[config.mk]
export PLATFORM = sky130hd
export DESIGN_NAME = swerm_div
export DESIGN_NICKNAME = d
export VERILOG_FILES = /design/src/rtl/sliding_window_event_rate_meter_macros.svh /design/src/rtl/swerm_pkg.sv /design/src/rtl/swerm_div.sv
export SDC_FILE = /design/constraint.sdc
export NUM_CORES = 1
export LEC_CHECK = 0
export ABC_CLOCK_PERIOD_IN_PS = 4300
export BUFFER_PORTS_ARGS = -buffer_cell sky130_fd_sc_hd__buf_2
export CORE_MARGIN = 5
export CORE_UTILIZATION = 60
export CTS_CLUSTER_SIZE = 14
export DETAILED_ROUTE_END_ITERATION = 10
export PLACE_DENSITY_LB_ADDON = 0.1
export SLEW_MARGIN = 20
export SYNTH_ARGS = -nofsm -noshare
export SYNTH_HDL_FRONTEND = slang
export SYNTH_SLANG_ARGS = --single-unit
export TNS_END_PERCENT = 20
[constraint.sdc]
create_clock -name clk -period 4.3 [get_ports clk]
set_input_delay 0.215 -clock clk [delete_from_list [all_inputs] [get_ports clk]]
set_output_delay 0.215 -clock clk [all_outputs]
set_load 0.01 [all_outputs]
[src/rtl/sliding_window_event_rate_meter_macros.svh]
// Assertion macros for the sliding window event rate meter
`ifndef SLIDING_WINDOW_EVENT_RATE_METER_MACROS_SVH
`define SLIDING_WINDOW_EVENT_RATE_METER_MACROS_SVH

// same-cycle implication, sampled on clk, off during reset
`define SWERM_ASSERT_NOW(label, ante, cons, msg) \
	label: assert property (@(posedge clk) disable iff (!arst_n) (ante) |-> (cons)) \
		else $error(msg);

// next-cycle implication, sampled on clk, off during reset
`define SWERM_ASSERT_NEXT(label, ante, cons, msg) \
	label: assert property (@(posedge clk) disable iff (!arst_n) (ante) |=> (cons)) \
		else $error(msg);

`endif

[src/rtl/swerm_pkg.sv]
// Shared constants and types for the sliding window event rate meter
package swerm_pkg;

	localparam int HISTORY_DEPTH = 128;
	localparam int SLOT_W        = $clog2(HISTORY_DEPTH);
	localparam int CNT_W         = $clog2(HISTORY_DEPTH + 1);
	localparam int STAMP_W       = 32;
	localparam int TPS_W         = 32;
	localparam int WIN_W         = 31;
	localparam int RATE_W        = 24;
	localparam int HELD_W        = 8;
	localparam int FRAC_W        = 8;
	localparam int NUM_W         = CNT_W + TPS_W;
	localparam int DVD_W         = NUM_W + FRAC_W;
	localparam int DIV_CNT_W     = $clog2(DVD_W);

	localparam logic [RATE_W-1:0] RATE_MAX = '1;

	// register index, taken from paddr[2]
	localparam logic REG_TPS = 1'b0;
	localparam logic REG_WIN = 1'b1;

	typedef struct packed {
		logic busy;
		logic done;
	} div_stat_t;

endpackage

[src/rtl/swerm_div.sv]
// Bit-serial restoring divider, one quotient bit per cycle
module swerm_div
	import swerm_pkg::*;
(
	input  logic               clk,
	input  logic               arst_n,
	input  logic               start,
	input  logic [DVD_W-1:0]   dividend,
	input  logic [STAMP_W-1:0] divisor,
	output div_stat_t          stat,
	output logic [DVD_W-1:0]   quotient
);

	logic                 busy_q;
	logic                 done_q;
	logic [DIV_CNT_W-1:0] cnt_q;
	logic [STAMP_W-1:0]   rem_q;
	logic [STAMP_W-1:0]   dsr_q;
	logic [DVD_W-1:0]     quo_q;

	logic [STAMP_W:0]     trial;
	logic [STAMP_W:0]     diff;
	logic                 ge;

	assign trial = {rem_q, quo_q[DVD_W-1]};
	assign diff  = trial - {1'b0, dsr_q};
	assign ge    = trial >= {1'b0, dsr_q};

	always_ff @(posedge clk or negedge arst_n) begin
		if (!arst_n) begin
			busy_q <= 1'b0;
			done_q <= 1'b0;
			cnt_q  <= '0;
		end else begin
			done_q <= 1'b0;
			if (start) begin
				busy_q <= 1'b1;
				cnt_q  <= '0;
			end else if (busy_q) begin
				if (cnt_q == DIV_CNT_W'(DVD_W - 1)) begin
					busy_q <= 1'b0;
					done_q <= 1'b1;
				end
				cnt_q <= cnt_q + 1'b1;
			end
		end
	end

	always_ff @(posedge clk) begin
		if (start) begin
			rem_q <= '0;
			dsr_q <= divisor;
			quo_q <= dividend;
		end else if (busy_q) begin
			rem_q <= ge ? diff[STAMP_W-1:0] : trial[STAMP_W-1:0];
			quo_q <= {quo_q[DVD_W-2:0], ge};
		end
	end

	assign stat.busy = busy_q;
	assign stat.done = done_q;
	assign quotient  = quo_q;

endmodule

# Word-level counts from Yosys, hierarchy flattened
# Cells that the tools add are included.
# classes
addsub	2
n_lt_le_gt_ge	1
n_eq_ne	1
n_mux	11
reduce_logical	1
# ops
op	n
$mux W48	2
$ge A33 B32 Y1	1
$mux W32	1
$sub A32 B32 Y32	1
$mux W6	2
$add A6 B1 Y6 const B	1
$eq A6 B6 Y1 const B	1
$mux W1	6
$reduce_bool A2 Y1	1
# word_totals
register_bits	120
in_bits	83
out_inout_bits	50
wordCells	22

# Logic depth before layout (Yosys ltp)
# Gate-level depths: netlist of the first run.
# depth
word_depth	4
depth_mapped	13
depth_no_buf	12

# Least setup slack after synthesis of the first run
# OpenSTA, ideal clock, no wires.
# synth_timing
path_kind	flip-flop to flip-flop
start	register dsr_q[1]
end	register rem_q[27]
setup_time_ns	0.073
t_arrival_ns	2.493
required_ns	4.227
slack_ns	1.734
path_stages_with_launch	12
n_path_buf	0
period_less_slack_ns	2.566
path_cell_list	edfxtp_1 > inv_1 > ha_1 > nor2b_1 > o2111ai_1 > nand2_1 > a31oi_4 > o21a_1 > o21ai_2 > mux2_2 > o311a_1 > nor3_2
# synth_between
elab_chain_len	2
word_cells_on_any_way	3
cone_classes	1 x add/sub; 1 x order compare; 1 x mux
# synth_rtl
item	line	source
start, declared	swerm_div.sv:18	logic [STAMP_W-1:0] dsr_q;
start signal, assigned	swerm_div.sv:52	dsr_q <= divisor;
$sub A32 B32 Y32 / $ge A33 B32 Y1 (equally long branches)	swerm_div.sv:26, swerm_div.sv:27	
$mux W32 *	swerm_div.sv:55	rem_q <= ge ? diff[STAMP_W-1:0] : trial[STAMP_W-1:0];
end signal, assigned	swerm_div.sv:55	
end, declared	swerm_div.sv:17	logic [STAMP_W-1:0] rem_q;
# Every way passes the cells marked *; elsewhere a longest branch is shown, timed or not.
# A chain may end at the register's enable or synchronous reset.

# Worst setup path after layout of the first run
# layout_timing
start	register dsr_q[1]
end	register rem_q[15]
# The elaborated chain is that of the path after synthesis.

==> results of run 1 <==
## cells in the final DEF (no fill, tap or decap), types with 3 or more instances in the layout
cell,instances
a211oi_1,4
a21o_1,12
a21oi_1,38
a311oi_1,24
a31oi_1,3
and2_1,3
buf_2,131
buf_4,5
bufinv_16,3
clkbuf_16,17
clkbuf_8,3
clkinvlp_4,4
dfrtp_1,7
dfxtp_1,32
dlygate4sd3_1,33
edfxtp_1,80
ha_1,33
inv_1,41
mux2_2,49
mux2i_1,3
nand2_1,87
nand2b_1,4
nand3_1,5
nand3b_1,3
nand4_1,14
nor2_1,55
nor2b_1,6
nor3_1,4
o211ai_1,5
o21a_1,5
o21ai_0,22
o21ai_1,4
o21bai_1,3
o31ai_1,3
xnor2_1,17
xor2_1,13
## power groups by stage
stage	clock network, W	logic, W	registers (W)
after detailed placement	0	0.00171	0.00159
final	0.00148	0.00176	0.00158
after global routing	0.00155	0.00196	0.00160
after global placement	0	0.00167	0.00159
after floorplan	0	0.00133	0.00159
after CTS	0.00149	0.00175	0.00158
## per-layer routing
| metal | global-route usage, % | vias to the layer above |
|---|---|---|
| met5 | 0 | - |
| met4 | 10.1 | 0 |
| met3 | 8.09 | 38 |
| met2 | 41.7 | 181 |
| met1 | 30.1 | 2608 |
| li1 | - | 2642 |
## stage by stage
step	cells	setup slack, ns	instance area [µm²]	utilization (%)	total power, W
floorplan	651	1.73	6750	-	0.00292
global placement	888	1.21	7420	67.9	0.00326
detailed placement	888	1.03	7420	67.9	0.00330
CTS	953	1.01	8370	76.5	0.00482
global route	953	0.731	8370	76.5	0.00511
finish	953	0.995	8370	76.5	0.00482
## logic make-up (layout without fill, tap and decap cells)
| logic type | after synthesis | in the layout | share of synthesized area [%] |
|---|---|---|---|
| compound gates | 140 | 140 | 14.7 |
| xor+xnor | 30 | 30 | 3.89 |
| simple gates | 194 | 194 | 13.1 |
| buf+inv | 81 | 243 | 5.25 |
| fa+ha+maj | 34 | 34 | 6.42 |
| flops | 120 | 120 | 48.1 |
| mux | 52 | 52 | 8.62 |
## registers in the layout, indices dropped and copies added (netlist names)
signal	cells
rem_q	32
dsr_q	32
cnt_q	6
done_q	1
busy_q	1
quotient	48
## cell type report
cell class	instances	area [µm²]
Tap cell	140	175
Multi-Input combinational cell	450	3150
Fill cell	751	2570
Timing Repair Buffer	169	1020
Sequential cell	120	3240
Clock buffer	21	470
Inverter	42	158
Clock inverter	11	146
## Yosys cell counts (14+ instances only)
cell,instances,area share (%)
nor2_1,55,3.1
clkbuf_1,20,1.1
dfxtp_1,32,9.5
a311oi_1,24,3.1
nand4_1,14,1.3
nand2_1,87,4.8
a21oi_1,38,2.8
inv_1,42,2.3
edfxtp_1,80,36
ha_1,33,6.1
mux2_2,49,8.2
xnor2_1,17,2.2
o21ai_0,22,1.6
## critical path: cells and delay by family, from the launching register on
kind | cells | cell delay [ns]
AOI/OAI and AO/OA | 5 | 1.63
DFF | 1 | 0.41
buffers and inverters | 2 | 0.41
and+or+nand+nor | 3 | 0.51
adders and majority gates | 1 | 0.23
## path summary, 6_finish.rpt
kind	startpoint	endpoint	cells after the start
worst max-delay path	dsr_q[1]	rem_q[15]	11
worst min-delay path	dividend[8]	quotient[8]	2
worst min register to register	rem_q[1]	rem_q[1]	2
min in group asynchronous	arst_n	cnt_q[5]	2
worst max register to register	dsr_q[1]	rem_q[15]	11
max in group asynchronous	arst_n	busy_q	2
==> flow_summary_export.csv, run 1 <==
group,metric,value,unit
drt,drc,0,
pwr,p_sw_share,35.2,%
final_layout,antennaDiodeCount,0,
yosys,syn_nets,768,
cts,clkSinkCount,120,
cts,cts_buffers,17,
drt,dr_wl_met3,1150,µm
yosys,synth_area,6750,µm²
yosys,synth.avg_cell_area,10.4,µm²
floorplanning,ios,133,
pwr,switchingPower,0.00170,W
timing,setup_viol,0,
cts,clock_latency,0.42,ns
critical_path,worst_ep_arrival_time,3.62,ns
yosys,synth.yosys.seq_area_share,48.1,%
critical_path,r2r_slack,0.99,ns
global_route,antenna_found_initial,0,
floorplanning,std_cell_rows,38,
cts,clkTransAtPathRegs,0.06,ns
timing,finalHoldViolCount,0,
timing,slew_headroom,34.5,%
critical_path,crit_fanout,15,
floorplanning,fp.dieH,116,µm
final_layout,fin_nets,917,
drt,drt.antenna.violating_nets,0,
pwr,ir_drop,0.503,mV
critical_path,critical_path_class,"register to register",
critical_path,crit_required,4.62,ns
pwr,comb_power_share,36.5,%
timing,finalSetupTns,0,ns
timing,worst_slew_pin_slew,0.980,ns
floorplanning,start_util,61.7,%
placement,port_buffers,132,
cts,ctsResizeCount,0,
cts,cts_tree,"yes",
yosys,syn_inst,651,
drt,vias_per_cell,5.74,
pwr,power_leakage,3.62,nW
final_layout,final_layout_size_suffix_gt1_share,28.3,%
final_layout,area_growth,24.0,%
drt,drt-wirelength-per-cell,16.8,µm
yosys,yosysWarningCount,0,
floorplanning,die_w,116,µm
global_route,overflow,0,
floorplanning,dieArea,13500,µm²
global_route,grt_pass1_wl,26400,µm
pwr,clkPwrFrac,30.7,%
cts,hold_buffers,33,
cts,post_cts_buffers,0,
global_route,grt_pass1_vias,5550,
pwr,seqPwrFrac,32.8,%
floorplanning,core,10900,µm²
yosys,synth_seq_cells,120,
timing,report.final.slew_viol_count,0,
timing,whs,0.0934,ns
cts,cts_root_buf,"clkbuf_16",
hold_path,hold_class,"input pin to register",
drt,wl_met1,6620,µm
critical_path,cp_slowest_cell,"o21a_1",
drt,via_count,5469,
yosys,synth-async-reset-ratio,6.67,%
global_route,grt.total_usage,25.0,%
timing,rsz0062_at_grt,"no",
yosys,synth_cell_types,60,
critical_path,path_cells,"inv_1 > ha_1 > nor2b_1 > o2111ai_1 > a2111oi_4 > nand3b_2 > a21oi_2 > o21a_1 > buf_4 > nand2_1 > a311oi_1",
timing,fmax,303,MHz
yosys,synth-edff-count,80,
critical_path,end_kind,"register",
timing,period_share,76.9,%
timing,period_needed,3.31,ns
pwr,powerDensity,576,nW/µm²
run,max-cap-violations,0,
placement,gp_congestion,0.906,
placement,dp.final_hpwl,10800,µm
drt,drt_iter0_markers,425,
critical_path,critPathMaxStageDelay,0.59,ns
drt,routed.top_layer,"met4",
cts,h-tree-depth,4,
pwr,p_int,0.00312,W
outcome,status,"completed",
drt,drt_pre_antenna_iters,5,
yosys,synth_ff_type,"edfxtp_1",
drt,wl_met2,7860,µm
global_route,grt_max_degree,73,
cts,max-clock-path-buffers,2,
timing,final.setup_skew,0.00876,ns
critical_path,cp-start-kind,"register",
drt,drt-total-wl,16000,µm
No activity file was read; power rests on OpenSTA's default activity.
==> run 2: changes to the inputs <==
--- a/config.mk
+++ b/config.mk
@@ -5,10 +5,10 @@
 export SDC_FILE = /design/constraint.sdc
 export NUM_CORES = 1
 export LEC_CHECK = 0
-export ABC_CLOCK_PERIOD_IN_PS = 4300
+export ABC_CLOCK_PERIOD_IN_PS = 2930
 export BUFFER_PORTS_ARGS = -buffer_cell sky130_fd_sc_hd__buf_2
 export CORE_MARGIN = 5
-export CORE_UTILIZATION = 60
+export CORE_UTILIZATION = 50
 export CTS_CLUSTER_SIZE = 14
 export DETAILED_ROUTE_END_ITERATION = 10
 export PLACE_DENSITY_LB_ADDON = 0.1
==> constraint.sdc (replaced) <==
create_clock -name clk -period 2.93 [get_ports clk]
set_input_delay 0.1465 -clock clk [delete_from_list [all_inputs] [get_ports clk]]
set_output_delay 0.1465 -clock clk [all_outputs]
set_load 0.01 [all_outputs]
==> run 2 against run 1 <==
  * Hold slack got worse by 0.066 ns
  * Wire length decreased by 2.9%
  * Highest routed layer is now met5
  * Clock-buffer cell count fell by 4
  * Final cell count rose by 5.9%
==> flow_summary_export.csv, run 2 (synthesis results as in run 1) <==
group,metric,value,unit
final_layout,final_cell_mix,"buf_2 (131), nand2_1 (86), edfxtp_1 (80)",
critical_path,end_kind,"register",
global_route,grt_pass1_wl,26100,µm
final_layout,fin_nets,937,
placement,dp_slack,0.101,ns
placement,gp_congestion,0.910,
timing,worst_slack,0.190,ns
drt,via_count,5422,
global_route,antenna_found_initial,1,
placement,dp.final_hpwl,11200,µm
cts,cts_tree,"yes",
timing,setup_viol,0,
final_layout,final_util,65.4,%
cts,cts_root_buf,"clkbuf_16",
timing,final.setup_skew,0.00874,ns
floorplanning,ios,133,
floorplanning,std_cell_rows,42,
global_route,grt_max_degree,73,
cts,cts_buffers,17,
timing,worst_slew_pin_slew,0.705,ns
pwr,switchingPower,0.00258,W
cts,h-tree-depth,4,
pwr,comb_power_share,37.9,%
floorplanning,die_w,126,µm
floorplanning,fp.dieH,126,µm
critical_path,cp-start-kind,"register",
pwr,power_leakage,3.74,nW
final_layout,mostFrequentLayoutCell,"buf_2",
floorplanning,start_util,51.0,%
pwr,clkPwrFrac,30.8,%
drt,drt-total-wl,15500,µm
pwr,p_int,0.00480,W
drt,vias_per_cell,5.37,
outcome,status,"completed",
pwr,powerDensity,852,nW/µm²
final_layout,final_layout_size_suffix_gt1_share,31.3,%
global_route,grt_pass1_vias,5545,
critical_path,crit_fanout,6,
critical_path,worst_ep_arrival_time,3.06,ns
floorplanning,dieArea,15900,µm²
cts,clkSinkCount,120,
pwr,seqPwrFrac,31.3,%
cts,clock_latency,0.42,ns
pwr,power,0.00738,W
hold_path,hold_class,"input pin to register",
timing,report.final.slew_viol_count,0,
pwr,p_sw_share,34.9,%
pwr,ir_drop,0.494,mV
run,max-cap-violations,0,
drt,drc,0,
timing,slew_headroom,53.0,%
drt,drt_iter0_markers,471,
global_route,overflow,0,
critical_path,crit_required,3.25,ns
drt,drt_pre_antenna_iters,5,
cts,max-clock-path-buffers,2,
timing,fmax,365,MHz
placement,port_buffers,132,
global_route,grt.total_usage,20.0,%
critical_path,critical_path_class,"register to register",
final_layout,area_growth,28.4,%
drt,drt.antenna.violating_nets,0,
final_layout,antennaDiodeCount,0,
final_layout,fillers,1090,
timing,finalHoldViolCount,0,
drt,drt-wirelength-per-cell,15.4,µm
timing,period_share,93.5,%
cts,clkTransAtPathRegs,0.06,ns
timing,period_needed,2.74,ns
final_layout,largest_register_ffs,48,
floorplanning,core,13200,µm²
[run 2: cell types whose count changed in the layout (fill, tap and decap cells not counted), sizes merged]
cell,before,now
clkinvlp,4,2
buf,136,156
clkinv,4,3
clkbuf,21,17
inv,42,48
bufinv,3,4
[run 2: power groups by stage]
| stage | logic (W) | clock network [W] | registers (W) |
|---|---|---|---|
| floorplan | 0.00195 | 0 | 0.00233 |
| global placement | 0.00265 | 0 | 0.00233 |
| detailed placement | 0.00268 | 0 | 0.00233 |
| CTS | 0.00273 | 0.00232 | 0.00231 |
| global route | 0.00309 | 0.00240 | 0.00235 |
| finish | 0.00280 | 0.00228 | 0.00231 |
[run 2: routing by layer]
metal / part of all wire, % / global-route usage (%)
met1: 44 / 25.9
met2: 46 / 31.5
met3: 7.9 / 7.49
met4: 1.4 / 6.25
met5: 0.071 / 0
[run 2: layout make-up]
cell class / instances / area, µm² / area share (%)
Sequential cell: 120 / 3240 / 37.4
Multi-Input combinational cell: 450 / 3210 / 37.0
Tap cell: 176 / 220 / 2.54
Clock buffer: 17 / 425 / 4.91
Clock inverter: 15 / 215 / 2.48
Inverter: 42 / 158 / 1.82
Timing Repair Buffer: 189 / 1200 / 13.8
[run 2: final timing paths]
kind                              from          end  slack [ns]  depth (start not counted)
min in group asynchronous       arst_n       done_q        0.10                          2
max reg2reg                   dsr_q[9]    rem_q[19]        0.19                         10
min                        dividend[6]  quotient[6]        0.03                          2
min reg2reg                  rem_q[12]    rem_q[13]        0.49                          2
max                           dsr_q[9]    rem_q[19]        0.19                         10
max in group asynchronous       arst_n       busy_q        2.64                          2
[run 2: worst max-delay path: stages, from the launching register on]
cell       delay [ns]
edfxtp_1         0.33
inv_1            0.05
ha_1             0.38
nand4_2          0.16
nand2b_4         0.17
a2111oi_4        0.33
nand3b_4         0.22
a21oi_4          0.07
o21a_2           0.27
a311o_1          0.36
a311oi_2         0.29
[run 2: stage by stage]
stage,setup TNS (ns),hold slack (ns),std cells,area (µm²)
after floorplan,0,-0.149,651,6750
after detailed placement,0,-0.000169,942,7630
after CTS,0,0.0102,1007,8600
after global routing,-0.00447,0.0100,1009,8670
final,0,0.0270,1009,8670
after global placement,0,-0.00649,942,7630
[run 2: repair_timing]
action,in CTS,in global routing
hold endpoints to repair,40,0
setup buffers,0,2
setup endpoints to repair,0,30
hold buffers,33,0
gates resized for setup,0,15
